--- config.mk ---
export PLATFORM = sky130hd
export DESIGN_NAME = vvf_out
export DESIGN_NICKNAME = d
export VERILOG_FILES = /design/src/hw/rtl/vvf_pkg.sv /design/src/hw/rtl/vvf_out.sv
export SDC_FILE = /design/constraint.sdc
export NUM_CORES = 1
export LEC_CHECK = 0
export BUFFER_PORTS_ARGS = -buffer_cell sky130_fd_sc_hd__buf_2
export CORE_AREA = 3 3 537 539
export DETAILED_ROUTE_END_ITERATION = 7
export DIE_AREA = 0 0 540 542
export MAX_ROUTING_LAYER = met4
export PLACE_DENSITY = 0.31
export SLEW_MARGIN = 15
export SYNTH_ARGS = -nofsm -noshare
export SYNTH_HDL_FRONTEND = slang
export SYNTH_SLANG_ARGS = --single-unit
--- constraint.sdc ---
create_clock -name clk -period 22.3 [get_ports clk]
set_clock_uncertainty 0.2 [all_clocks]
set_input_delay 3.345 -clock clk [delete_from_list [all_inputs] [get_ports clk]]
set_output_delay 3.345 -clock clk [all_outputs]
set_load 0.01 [all_outputs]
--- src/hw/rtl/vvf_pkg.sv ---
// Shared types, constants and arithmetic helpers of the vertex viewport and fog stage.
package vvf_pkg;

    localparam int FRAC_BITS  = 16;
    localparam int QBITS      = 32;
    localparam int FOG_QBITS  = 8;
    localparam int SAT_SHIFT  = 31 - FRAC_BITS;
    localparam int CFG_IDX_W  = 3;
    localparam int CFG_DATA_W = 32;

    localparam logic signed [31:0] FX_ONE      = 32'sd1 <<< FRAC_BITS;
    localparam logic [16:0]        UV_OUT_ONE  = 17'h10000;
    localparam logic [31:0]        POS_SAT_MAX = 32'h7FFF_FFFF;
    localparam logic [31:0]        NEG_SAT_MIN = 32'h8000_0000;

    typedef enum logic [1:0] {
        FOG_NONE = 2'd0,
        FOG_MULT = 2'd1,
        FOG_HAZE = 2'd2
    } fog_mode_t;

    typedef enum logic [CFG_IDX_W-1:0] {
        REG_WIDTH     = 3'd0,
        REG_HEIGHT    = 3'd1,
        REG_BASE      = 3'd2,
        REG_FOG_MODE  = 3'd3,
        REG_FOG_START = 3'd4,
        REG_FOG_END   = 3'd5,
        REG_FOG_COLOR = 3'd6
    } cfg_reg_t;

    typedef enum logic {
        PH_MAIN = 1'b0,
        PH_TWIN = 1'b1
    } out_phase_t;

    typedef struct packed {
        logic [13:0]        width;
        logic [13:0]        height;
        logic [31:0]        base_color;
        logic [1:0]         fog_mode;
        logic signed [31:0] fog_start;
        logic signed [31:0] fog_end;
        logic [23:0]        fog_color;
    } cfg_t;

    // One vertex as it moves down the pipeline; later stages fill later fields.
    typedef struct packed {
        logic signed [32:0] xs;
        logic signed [32:0] ys;
        logic [32:0]        den;
        logic               winv;
        logic signed [32:0] span;
        logic signed [32:0] numer;
        logic [32:0]        fd;
        logic [32:0]        fn;
        logic [16:0]        u;
        logic [16:0]        v;
        logic               haze;
        logic               mult;
        logic [1:0][47:0]   pnum;
        logic [1:0]         pneg;
        logic [1:0][47:0]   pmag;
        logic [1:0]         pov;
        logic [1:0][33:0]   prem;
        logic [1:0][31:0]   plow;
        logic [1:0][31:0]   pq;
        logic [2:0][7:0]    fc;
        logic [2:0][32:0]   fnum;
        logic [2:0][40:0]   fprod;
        logic [2:0][33:0]   frem;
        logic [2:0][7:0]    flow;
        logic [2:0][7:0]    fq;
        logic [33:0]        fden;
    } item_t;

    // One restoring division step: {quotient bit, new remainder}.
    function automatic logic [34:0] div_step(input logic [33:0] rem,
                                             input logic [33:0] dvs,
                                             input logic        b);
        logic [34:0] sh;
        logic [34:0] diff;
        sh   = {rem, b};
        diff = sh - {1'b0, dvs};
        if (sh >= {1'b0, dvs})
            return {1'b1, diff[33:0]};
        else
            return {1'b0, sh[33:0]};
    endfunction

endpackage

--- src/hw/rtl/vvf_out.sv ---
// Back end: rounding, saturation, color select, and the output register with haze twin.
module vvf_out (
    input  logic               clk,
    input  logic               rst_n,
    input  logic               in_valid,
    input  vvf_pkg::item_t     in_item,
    input  vvf_pkg::cfg_t      cfg,
    input  logic               out_stall,
    output logic               en,
    output logic               out_valid,
    output logic signed [31:0] screen_x,
    output logic signed [31:0] screen_y,
    output logic [16:0]        tex_u_out,
    output logic [16:0]        tex_v_out,
    output logic [7:0]         red,
    output logic [7:0]         green,
    output logic [7:0]         blue,
    output logic [7:0]         alpha,
    output logic               is_haze,
    output logic               last,
    output logic               w_invalid
);
    import vvf_pkg::*;

    typedef struct packed {
        logic [31:0] sx;
        logic [31:0] sy;
        logic [16:0] u;
        logic [16:0] v;
        logic [7:0]  r;
        logic [7:0]  g;
        logic [7:0]  b;
        logic [7:0]  a;
        logic [7:0]  fog_a;
        logic        winv;
        logic        haze;
    } vtx_t;

    logic       f1_vld_reg;
    item_t      f1_reg, f1_next;
    logic       o_vld_reg;
    vtx_t       o_reg, o_next;
    out_phase_t phase_reg, phase_next;
    logic       twin_pending;

    function automatic logic [31:0] sat_pos(input logic [31:0] val, input logic neg,
                                            input logic ov, input logic winv);
        if (winv)
            return POS_SAT_MAX;
        else if (!neg)
            return (ov || val[31]) ? POS_SAT_MAX : val;
        else
            return ov ? NEG_SAT_MIN : (32'd0 - val);
    endfunction

    // Half away from zero: drop the extra quotient bit after adding one.
    always_comb
    begin : round_logic
        logic [32:0] tmp;
        f1_next = in_item;
        for (int l = 0; l < 2; l++)
        begin
            tmp = {1'b0, in_item.pq[l]} + 33'd1;
            f1_next.pq[l] = tmp[32:1];
        end
    end

    always_comb
    begin
        o_next.sx    = sat_pos(f1_reg.pq[0], f1_reg.pneg[0], f1_reg.pov[0], f1_reg.winv);
        o_next.sy    = sat_pos(f1_reg.pq[1], f1_reg.pneg[1], f1_reg.pov[1], f1_reg.winv);
        o_next.u     = f1_reg.u;
        o_next.v     = f1_reg.v;
        o_next.r     = f1_reg.mult ? f1_reg.fq[0] : cfg.base_color[31:24];
        o_next.g     = f1_reg.mult ? f1_reg.fq[1] : cfg.base_color[23:16];
        o_next.b     = f1_reg.mult ? f1_reg.fq[2] : cfg.base_color[15:8];
        o_next.a     = cfg.base_color[7:0];
        o_next.fog_a = f1_reg.fq[0];
        o_next.winv  = f1_reg.winv;
        o_next.haze  = f1_reg.haze;
    end

    // Hold the pipeline while the twin of a haze vertex is still owed.
    assign twin_pending = o_reg.haze && (phase_reg == PH_MAIN);
    assign en           = !o_vld_reg || (!out_stall && !twin_pending);

    always_comb
    begin
        phase_next = phase_reg;
        case (phase_reg)
            PH_MAIN:
            begin
                if (o_vld_reg && !out_stall && o_reg.haze)
                    phase_next = PH_TWIN;
            end
            PH_TWIN:
            begin
                if (!out_stall)
                    phase_next = PH_MAIN;
            end
            default: phase_next = PH_MAIN;
        endcase
    end

    always_ff @(posedge clk or negedge rst_n)
    begin
        if (!rst_n)
        begin
            f1_vld_reg <= 1'b0;
            o_vld_reg  <= 1'b0;
            phase_reg  <= PH_MAIN;
        end
        else
        begin
            phase_reg <= phase_next;
            if (en)
            begin
                f1_vld_reg <= in_valid;
                o_vld_reg  <= f1_vld_reg;
            end
        end
    end

    always_ff @(posedge clk)
    begin
        if (en)
        begin
            f1_reg <= f1_next;
            o_reg  <= o_next;
        end
    end

    assign out_valid = o_vld_reg;
    assign screen_x  = $signed(o_reg.sx);
    assign screen_y  = $signed(o_reg.sy);
    assign tex_u_out = (phase_reg == PH_TWIN) ? 17'd0 : o_reg.u;
    assign tex_v_out = (phase_reg == PH_TWIN) ? 17'd0 : o_reg.v;
    assign red       = (phase_reg == PH_TWIN) ? cfg.fog_color[23:16] : o_reg.r;
    assign green     = (phase_reg == PH_TWIN) ? cfg.fog_color[15:8]  : o_reg.g;
    assign blue      = (phase_reg == PH_TWIN) ? cfg.fog_color[7:0]   : o_reg.b;
    assign alpha     = (phase_reg == PH_TWIN) ? o_reg.fog_a : o_reg.a;
    assign is_haze   = (phase_reg == PH_TWIN);
    assign last      = !o_reg.haze || (phase_reg == PH_TWIN);
    assign w_invalid = o_reg.winv;

endmodule
== After elaboration in Yosys (flattened, before gate mapping) ==
Cells that the tools add are included.
Cells by class
  add/sub/neg operators: 4
  $mul: 0
  divide/modulo/power cells: 0
  order comparisons: 0
  equal/unequal tests: 0
  shifts and indexed selects: 0
  mux-type cells: 18
  bitwise gates (word level): 1
  reduce and logical (&&, ||, !) cells: 12
Operators with widths (number)
  2-to-1 mux 32 bit: 6
  adder 32 x 1 -> 33 bit, second input constant: 2
  subtractor 1 x 32 -> 32 bit, first input constant: 2
  2-to-1 mux 8 bit: 7
  2-to-1 mux 17 bit: 2
  logical AND 1 bit: 4
  zero test 1 bit: 4
  logical OR 1 bit: 4
  2-to-1 mux 1 bit: 2
  case mux 1 bit (2 select lines): 1
  inverter 1 bit: 1
Storage, ports and cells
  register bits after elaboration: 272
  bits in latches: 0
  memory bits (writable): 0
  ROM bits: 0
  input port bits: 1244
  memories kept: 0

== Depth between registers and ports, before layout ==
Gate-level depths: netlist of the first run.
  depth after elaboration: 5
  mapped depth: 9

== Worst setup path before layout of the first run ==
No wires, ideal clock.
  kind: input to output
  start point: input port out_stall
  end point: output port en
  arrival time: 9.200 ns
  required time: 18.755 ns
  slack: 9.555 ns
  stages: 2
  buffers on the path: 0
  path through: nand2b_1 nand2_1
Between the ends
  word-level cells in the longest chain between the ends: 3
RTL lines
  start: declaration: line vvf_out.sv:8  | input logic out_stall,
  zero test 1 bit
  logical AND 1 bit: line vvf_out.sv:85  | assign en = !o_vld_reg || (!out_stall && !twin_pending);
  logical OR 1 bit: line vvf_out.sv:85
  end: declaration: line vvf_out.sv:9  | output logic en,
No other way between the ends.

== Final worst setup path of the first run ==
  start point: input port cfg[22] (netlist name)
  end point: output port red[6]
Between the ends
  word-level cells in the longest chain between the ends: 1
RTL lines
  start: declaration: line vvf_out.sv:7  | input vvf_pkg::cfg_t cfg,
  2-to-1 mux 8 bit: line vvf_out.sv:138  | assign red = (phase_reg == PH_TWIN) ? cfg.fog_color[23:16] : o_reg.r;
  end: declaration: line vvf_out.sv:15  | output logic [7:0] red,
No other way between the ends.

==> metrics.md, run 1 <==
| Metric | Value |
|---|---|
| Worst path top cell family by delay | `multiplexers` |
| Max frequency | `0.132 GHz` |
| Pint | `1.44 mW` |
| Hold path depth | `0` |
| CTS root buf | `clkbuf_16` |
| P_sw | `0.870 mW` |
| WL final | `58500 um` |
| Gr usage total | `3.98%` |
| Register area share after synthesis | `61.9%` |
| Initial Util | `4.63%` |
| Gate Count Post-Synth | `1015` |
| Post-synth EDFFs | `269` |
| Main synth FF type | `edfxtp_1` |
| Area Growth Syn to Fin | `54.3%` |
| Die X-Extent | `540 um` |
| Fin. Hold Viols | `0` |
| Slew HR | `33.0%` |
| Crit path cell chain | `buf_2 > mux2_2 > buf_2` |
| Fin crit share | `34.0%` |
| # rows | `196` |
| Unique masters post-synth | `56` |
| Largest net degree at the start of global routing | `63` |
| CP Max Fanout | `1` |
| DP Area | `0.0190 mm^2` |
| Final Net Count | `2541` |
| Mapped Avg Cell Area | `13.0 um^2` |
| GRT busiest layer | `met2` |
| Worst reg2reg setup slack | `18.11 ns` |
| Status | `completed` |
| VDD IR max | `0.0453 mV` |
| Cts repair resizes | `0` |
| Worst-path clk slew | `0.06 ns` |
| First-pass GRT wire length | `77400 um` |
| Detail Placement HPWL | `45200 um` |
| Vias per cell | `1.81` |
| Reg2reg end | `screen_y[9]$_SDFFCE_PP1P_` |
| Combinational cell fraction of total power | `30.5%` |
| Slowest-stage cell, CP | `mux2_2` |
| Hold path start | `f1_reg[842]$_DFFE_PP_` |
| CORE AREA | `0.284 mm^2` |
| CTS Sinks | `272` |
| Starting DRT DRC Count | `536` |
| Worst reg2reg path depth | `6` |
| # IOs | `1379` |
| Share of layout cells above drive strength 1 | `35.6%` |
| Clock Power Share | `29.2%` |
| Met3 usage | `0.914%` |
| Grt met2 use | `7.05%` |
| TritonCTS buffer count | `41` |
| Antenna Violating Nets Remaining | `0` |
| Setup Buffers After CTS | `0` |
| Worst EP required | `18.75 ns` |
| Final Max Tran Viols | `0` |
| Worst-Margin Slew | `0.997 ns` |
| H-tree depth | `2` |
| Initial antenna violation count | `22` |
| Sw Ratio | `37.6%` |
| Sequential power share | `40.4%` |
| Critical Path AT | `4.04 ns` |
| Number of fill cells | `33.2k` |
| Grt total ovfl | `0` |
| Met1 Usage GRT | `4.08%` |
| Worst skew pair latency | `0.63 ns` |
| Setup TNS Final | `0 ns` |
| Worst Hold Endpoint | `o_reg[60]$_DFFE_PP_` |
| Pwr Density | `114 mW/mm^2` |
| Routability cong. | `0.738` |
| CTS tree | `done` |
| Full die area | `0.293 mm^2` |
| Max reg flops | `129` |
| Critical Path Max Stage Delay | `0.39 ns` |
| DRC | `0` |
| Crit path launch type | `input pin` |
| Ys Warns | `0` |
| Routed via count | `9225` |
| Max-cap violations | `0` |
| Cts hold-fix bufs | `0` |
| Vias in the first global route | `9065` |
| Post-layout min period | `7.59 ns` |
| Setup violators final | `0` |
| Worst hold path type | `flip-flop to flip-flop` |
| Chip height | `542 um` |
| First-pass DRT Iterations | `4` |
| DR WL/cell | `11.5 um` |
| Mapped Area | `0.0132 mm^2` |
| FF+latch count, synth | `272` |
| CP most frequent cell | `buf_2` |
| Clock Path Buffers | `3` |
| CP endpoint kind | `output pin` |
| RSZ-0062 raised after global routing | `no` |
| Mapped Nets | `2263` |
| I/O Buffers | `323` |
| Leak pwr | `5.97 nW` |
| Fin area | `0.0203 mm^2` |
| Bufs and invs on worst path | `2` |
| Async SR Flop Fraction | `1.10%` |
| Setup CP Type | `input pin to output pin` |
| Reg2reg start | `is_haze$_DFF_PN0_` |
[cell usage in the layout (no fill, tap or decap), drive strengths merged, types with 5 or more instances in the layout]
cell type,count
edfxtp,269
and3,12
inv,67
o311ai,8
mux2i,22
clkinv,13
a311oi,5
nand2b,5
xor2,16
xnor2,45
o41a,7
nor4,29
o21ai,17
nor2b,44
bufinv,5
nor2,49
o211ai,5
or3,5
nor3,30
nand4,24
mux2,61
a211oi,13
o221ai,41
nand2,44
clkbuf,48
a21oi,17
buf,344
or4,6
nand3,32
[power groups by stage]
stage                     registers [mW]  clock network (mW)  logic [mW]
final                              0.934               0.675       0.705
after global routing               0.958               0.738       0.781
after CTS                          0.940               0.726       0.758
after detailed placement           0.948                   0       0.755
after global placement             0.948                   0       0.757
after floorplan                    0.959                   0       0.424
[cell type report]
class / instances / area (um^2) / share of cell area (%)
Tap cell: 3762 / 4710 / 23.1
Inverter: 61 / 229 / 1.13
Antenna cell: 4 / 10.0 / 0.0492
Clock inverter: 25 / 272 / 1.34
Sequential cell: 272 / 8160 / 40.1
Multi-Input combinational cell: 573 / 4140 / 20.3
Timing Repair Buffer: 344 / 1770 / 8.72
Clock buffer: 48 / 1050 / 5.17
[metal layers]
layer	share of wire, %	wire length [um]
met1	37	21700
met2	53	31000
met3	4.8	2780
met4	5.1	2970
met5	0	0
[stage by stage]
| step | hold slack, ns | setup slack (ns) | instances | util, % | power [mW] |
|---|---|---|---|---|---|
| after floorplan | 0.200 | 9.55 | 1015 | - | 1.38 |
| after global placement | 0.200 | 14.64 | 5012 | 6.68 | 1.71 |
| after detailed placement | 0.205 | 14.65 | 5012 | 6.68 | 1.70 |
| after CTS | 0.167 | 14.65 | 5085 | 7.15 | 2.42 |
| after global routing | 0.178 | 14.68 | 5088 | 7.15 | 2.48 |
| final | 0.194 | 14.71 | 5089 | 7.15 | 2.31 |
[worst max-delay path by stage]
stage	start	to	cells past startpoint
2_1_floorplan	out_stall	en	2
3_3_place_gp	cfg[22]	red[6]	3
3_5_place_dp	cfg[22]	red[6]	3
4_1_cts	cfg[22]	red[6]	3
5_1_grt	cfg[22]	red[6]	3
6_report	cfg[22]	red[6]	3
[cell usage after synthesis (3+ instances only)]
master	instances	area, um^2
inv_1	61	229
buf_4	65	488
a21oi_1	17	85.1
or3_1	3	18.8
nor3b_1	3	22.5
a41oi_1	4	35.0
xor2_1	16	140
o311ai_0	7	61.3
o2111ai_1	3	26.3
o21ai_0	15	75.1
nand3_1	32	160
nand2b_1	5	31.3
buf_2	5	25.0
nor4_1	27	169
nor3_1	30	150
mux2_2	61	687
nand3b_1	3	22.5
and3_1	12	75.1
clkbuf_1	33	124
and4_1	3	26.3
dfrtp_1	3	75.1
xnor2_1	45	394
nor2b_1	44	275
or4_1	5	37.5
a211oi_1	13	97.6
edfxtp_1	269	8080
o211ai_1	5	37.5
nand4_1	24	150
a311oi_1	5	43.8
nand2_1	44	165
o41a_1	7	78.8
nor2_1	49	184
mux2i_1	22	220
o221ai_1	41	359
buf_1	5	18.8
ha_1	4	50.1
[logic make-up (layout without fill, tap and decap cells)]
logic type,Yosys count,after routing,synth area share [%]
AOI/OAI and AO/OA,129,129,7.53
xor gates and xnor gates,61,61,4.05
adders and majority gates,4,4,0.380
buffers and inverters,170,478,6.82
DFF,272,272,61.9
muxes,83,83,6.88
other,0,4,0
and+or+nand+nor,296,296,12.5
Power figures use the tool's default switching activity.
==> run 2, diff against run 1 <==
--- a/config.mk
+++ b/config.mk
@@ -5,10 +5,11 @@
 export SDC_FILE = /design/constraint.sdc
 export NUM_CORES = 1
 export LEC_CHECK = 0
+export ABC_AREA = 1
 export BUFFER_PORTS_ARGS = -buffer_cell sky130_fd_sc_hd__buf_2
-export CORE_AREA = 3 3 537 539
+export CORE_AREA = 3 3 534 536
 export DETAILED_ROUTE_END_ITERATION = 7
-export DIE_AREA = 0 0 540 542
+export DIE_AREA = 0 0 537 539
 export MAX_ROUTING_LAYER = met4
 export PLACE_DENSITY = 0.31
 export SLEW_MARGIN = 15
==> constraint.sdc (replaced) <==
create_clock -name clk -period 7.7 [get_ports clk]
set_clock_uncertainty 0.2 [all_clocks]
set_input_delay 1.155 -clock clk [delete_from_list [all_inputs] [get_ports clk]]
set_output_delay 1.155 -clock clk [all_outputs]
set_load 0.01 [all_outputs]
==> run 2 against run 1 <==
  * Register-to-register slack got worse by 14 ns
  * Sequential share of layout area fell by 1.6 points
  * Combinational power rose to 3.0 times the previous value
  * Sequential cell count did not move
  * Worst setup slack got worse by 11 ns
  * First-iteration DRC count rose by 26%
  * Synthesized cell count rose by 40%
  * Core utilization rose by 0.38 points
  * Count of clock-buffer cells in the layout rose by 3
  * Cell area rose by 4.1%
  * Non-clock buffer count fell by 10
  * Critical path type is now flip-flop to output pin
  * Critical endpoint is now red[5]
  * Highest routed layer unchanged
==> metrics.md, run 2 <==
| Metric | Value |
|---|---|
| Area contributors post-synth | `edfxtp_1, nand2_1, nor2_1` |
| FF/Latch Area | `0.00816 mm^2` |
| Main synth FF type | `edfxtp_1` |
| DR WL/cell | `11.8 um` |
| Clock Path Buffers | `3` |
| # IOs | `1379` |
| Full die area | `0.289 mm^2` |
| Worst EP required | `6.34 ns` |
| Placed Cells incl. Taps | `5409` |
| Fin crit share | `53.4%` |
| Register area share after synthesis | `58.6%` |
| CTS tree | `done` |
| Mapped Nets | `2671` |
| Crit path launch type | `flip-flop` |
| Commonest cells in the netlist | `nand2_1, edfxtp_1, nor2_1` |
| Final Power | `6.88 mW` |
| Worst-path clk slew | `0.06 ns` |
| CP endpoint kind | `output pin` |
| Detail Placement HPWL | `51800 um` |
| Setup TNS Final | `0 ns` |
| Leak pwr | `7.06 nW` |
| Area occupied by multi-input gates | `0.00465 mm^2` |
| Fin. Hold Viols | `0` |
| TritonCTS buffer count | `42` |
| Status | `completed` |
| Unique masters post-synth | `39` |
| Starting DRT DRC Count | `673` |
| Most frequent cells in the layout | `nand2_1, buf_2, edfxtp_1` |
| H-tree depth | `2` |
| Worst hold path type | `input pin to async pin` |
| Final Core Density | `7.53%` |
| Worst skew pair latency | `0.65 ns` |
| Chip height | `539 um` |
| Cell taking the most area after synthesis | `edfxtp_1` |
| Largest net degree at the start of global routing | `93` |
| Grt total ovfl | `0` |
| Worst-Margin Slew | `0.984 ns` |
| Vias per cell | `1.97` |
| Ys Warns | `0` |
| Setup CP Type | `flip-flop to output pin` |
| Post-layout min period | `4.12 ns` |
| RSZ-0062 raised after global routing | `no` |
| CTS Sinks | `272` |
| Hold_ws | `0.126 ns` |
| CP Max Fanout | `36` |
| Mapped Area | `0.0139 mm^2` |
| CTS root buf | `clkbuf_16` |
| Share of layout cells above drive strength 1 | `27.4%` |
| First-pass DRT Iterations | `5` |
| Final Max Tran Viols | `0` |
| Gate Count Post-Synth | `1423` |
| Slew HR | `34.4%` |
| # rows | `195` |
| Async SR Flop Fraction | `1.10%` |
| First-pass GRT wire length | `88100 um` |
| Critical Path AT | `2.76 ns` |
| DRC | `0` |
| Area Growth Syn to Fin | `52.3%` |
| Routability cong. | `0.789` |
| Mapped Avg Cell Area | `9.77 um^2` |
| Cell Count, Final, Fillers Out | `5491` |
| Setup Buffers After CTS | `0` |
| Cts repair resizes | `0` |
| Commonest non-fill, non-tap cell in the layout | `nand2_1` |
| FF+latch count, synth | `272` |
| Max-cap violations | `0` |
| WL final | `64700 um` |
| Pwr Density | `325 mW/mm^2` |
| Routed via count | `10.8k` |
| Max reg flops | `129` |
| I/O Buffers | `323` |
| Number of fill cells | `32.8k` |
| CORE AREA | `0.281 mm^2` |
| Gr usage total | `4.49%` |
| Setup violators final | `0` |
| Initial Util | `4.94%` |
| Vias in the first global route | `11.0k` |
| Post-synth top area share | `58.1%` |
| Final Net Count | `2958` |
| Initial antenna violation count | `17` |
| Max frequency | `0.243 GHz` |
| Cts hold-fix bufs | `0` |
| VDD IR max | `0.173 mV` |
| Post-synth EDFFs | `269` |
| Top-count cell post-synth | `nand2_1` |
| Die X-Extent | `537 um` |
| Antenna Violating Nets Remaining | `0` |
-- run 2: changes by cell type after synthesis, moves of 22 or more --
cell      previous run  this run
inv_1               61       132
o221ai_1            41         0
xnor2_1             45        19
o21ai_0             15        41
nor2_1              49       190
nor2b_1             44         0
mux2_2              61        24
nand2_1             44       334
nor4_1              27         1
mux2i_1             22         0
a21oi_1             17        67
nand3_1             32        79
-- run 2: worst max-delay path: stages, from the launching register on --
cell	delay, ns
dfrtp_4	0.71
buf_4	0.59
nand2_1	0.11
nand2_1	0.40
buf_2	0.25
-- run 2: cells by family after synthesis --
kind of cell,synth area share (%)
adders and majority gates,0.360
xor gates and xnor gates,3.21
AOI/OAI and AO/OA,5.21
DFF,58.6
and+or+nand+nor,22.6
muxes,1.94
buffers and inverters,8.05
-- run 2: where the power goes --
part / switching [mW] / internal, mW
registers: 0.332 / 2.38
clock network: 0.839 / 1.22
logic: 1.56 / 0.550
-- run 2: layer usage --
metal,global-route usage [%],up-vias,wire length (um)
met2,8.03,284,33800
met5,-,-,0
li1,-,5329,-
met3,0.868,66,2940
met1,4.94,5162,26200
met4,1.47,0,1700
-- run 2: through the flow --
stage               area (um^2)  setup WS (ns)
finish                    21200           3.58
global route              21200           3.22
CTS                       21200           3.12
detailed placement        19700           3.84
global placement          19700           3.83
floorplan                 13900           1.81
-- run 2: final timing paths --
path,startpoint,end,slack (ns),depth (start not counted)
worst min register to register,f1_reg[831]$_DFFE_PP_,o_reg[49]$_DFFE_PP_,0.22,0
worst max-delay path,is_haze$_DFF_PN0_,red[5],3.58,4
worst min-delay path,rst_n,is_haze$_DFF_PN0_,0.13,1
max in group asynchronous,rst_n,is_haze$_DFF_PN0_,7.05,1
worst max register to register,is_haze$_DFF_PN0_,o_reg[3]$_DFFE_PP_,4.47,5
min in group clk,f1_reg[831]$_DFFE_PP_,o_reg[49]$_DFFE_PP_,0.22,0
-- run 2: layout make-up --
type | instances | area share, %
clock inverter | 27 | 1.71
multi-input combinational | 921 | 22.0
timing repair buffer | 334 | 8.03
clock buffer | 51 | 5.12
antenna | 4 | 0.0473
tap | 3743 | 22.1
inverter | 139 | 2.46
sequential | 272 | 38.5
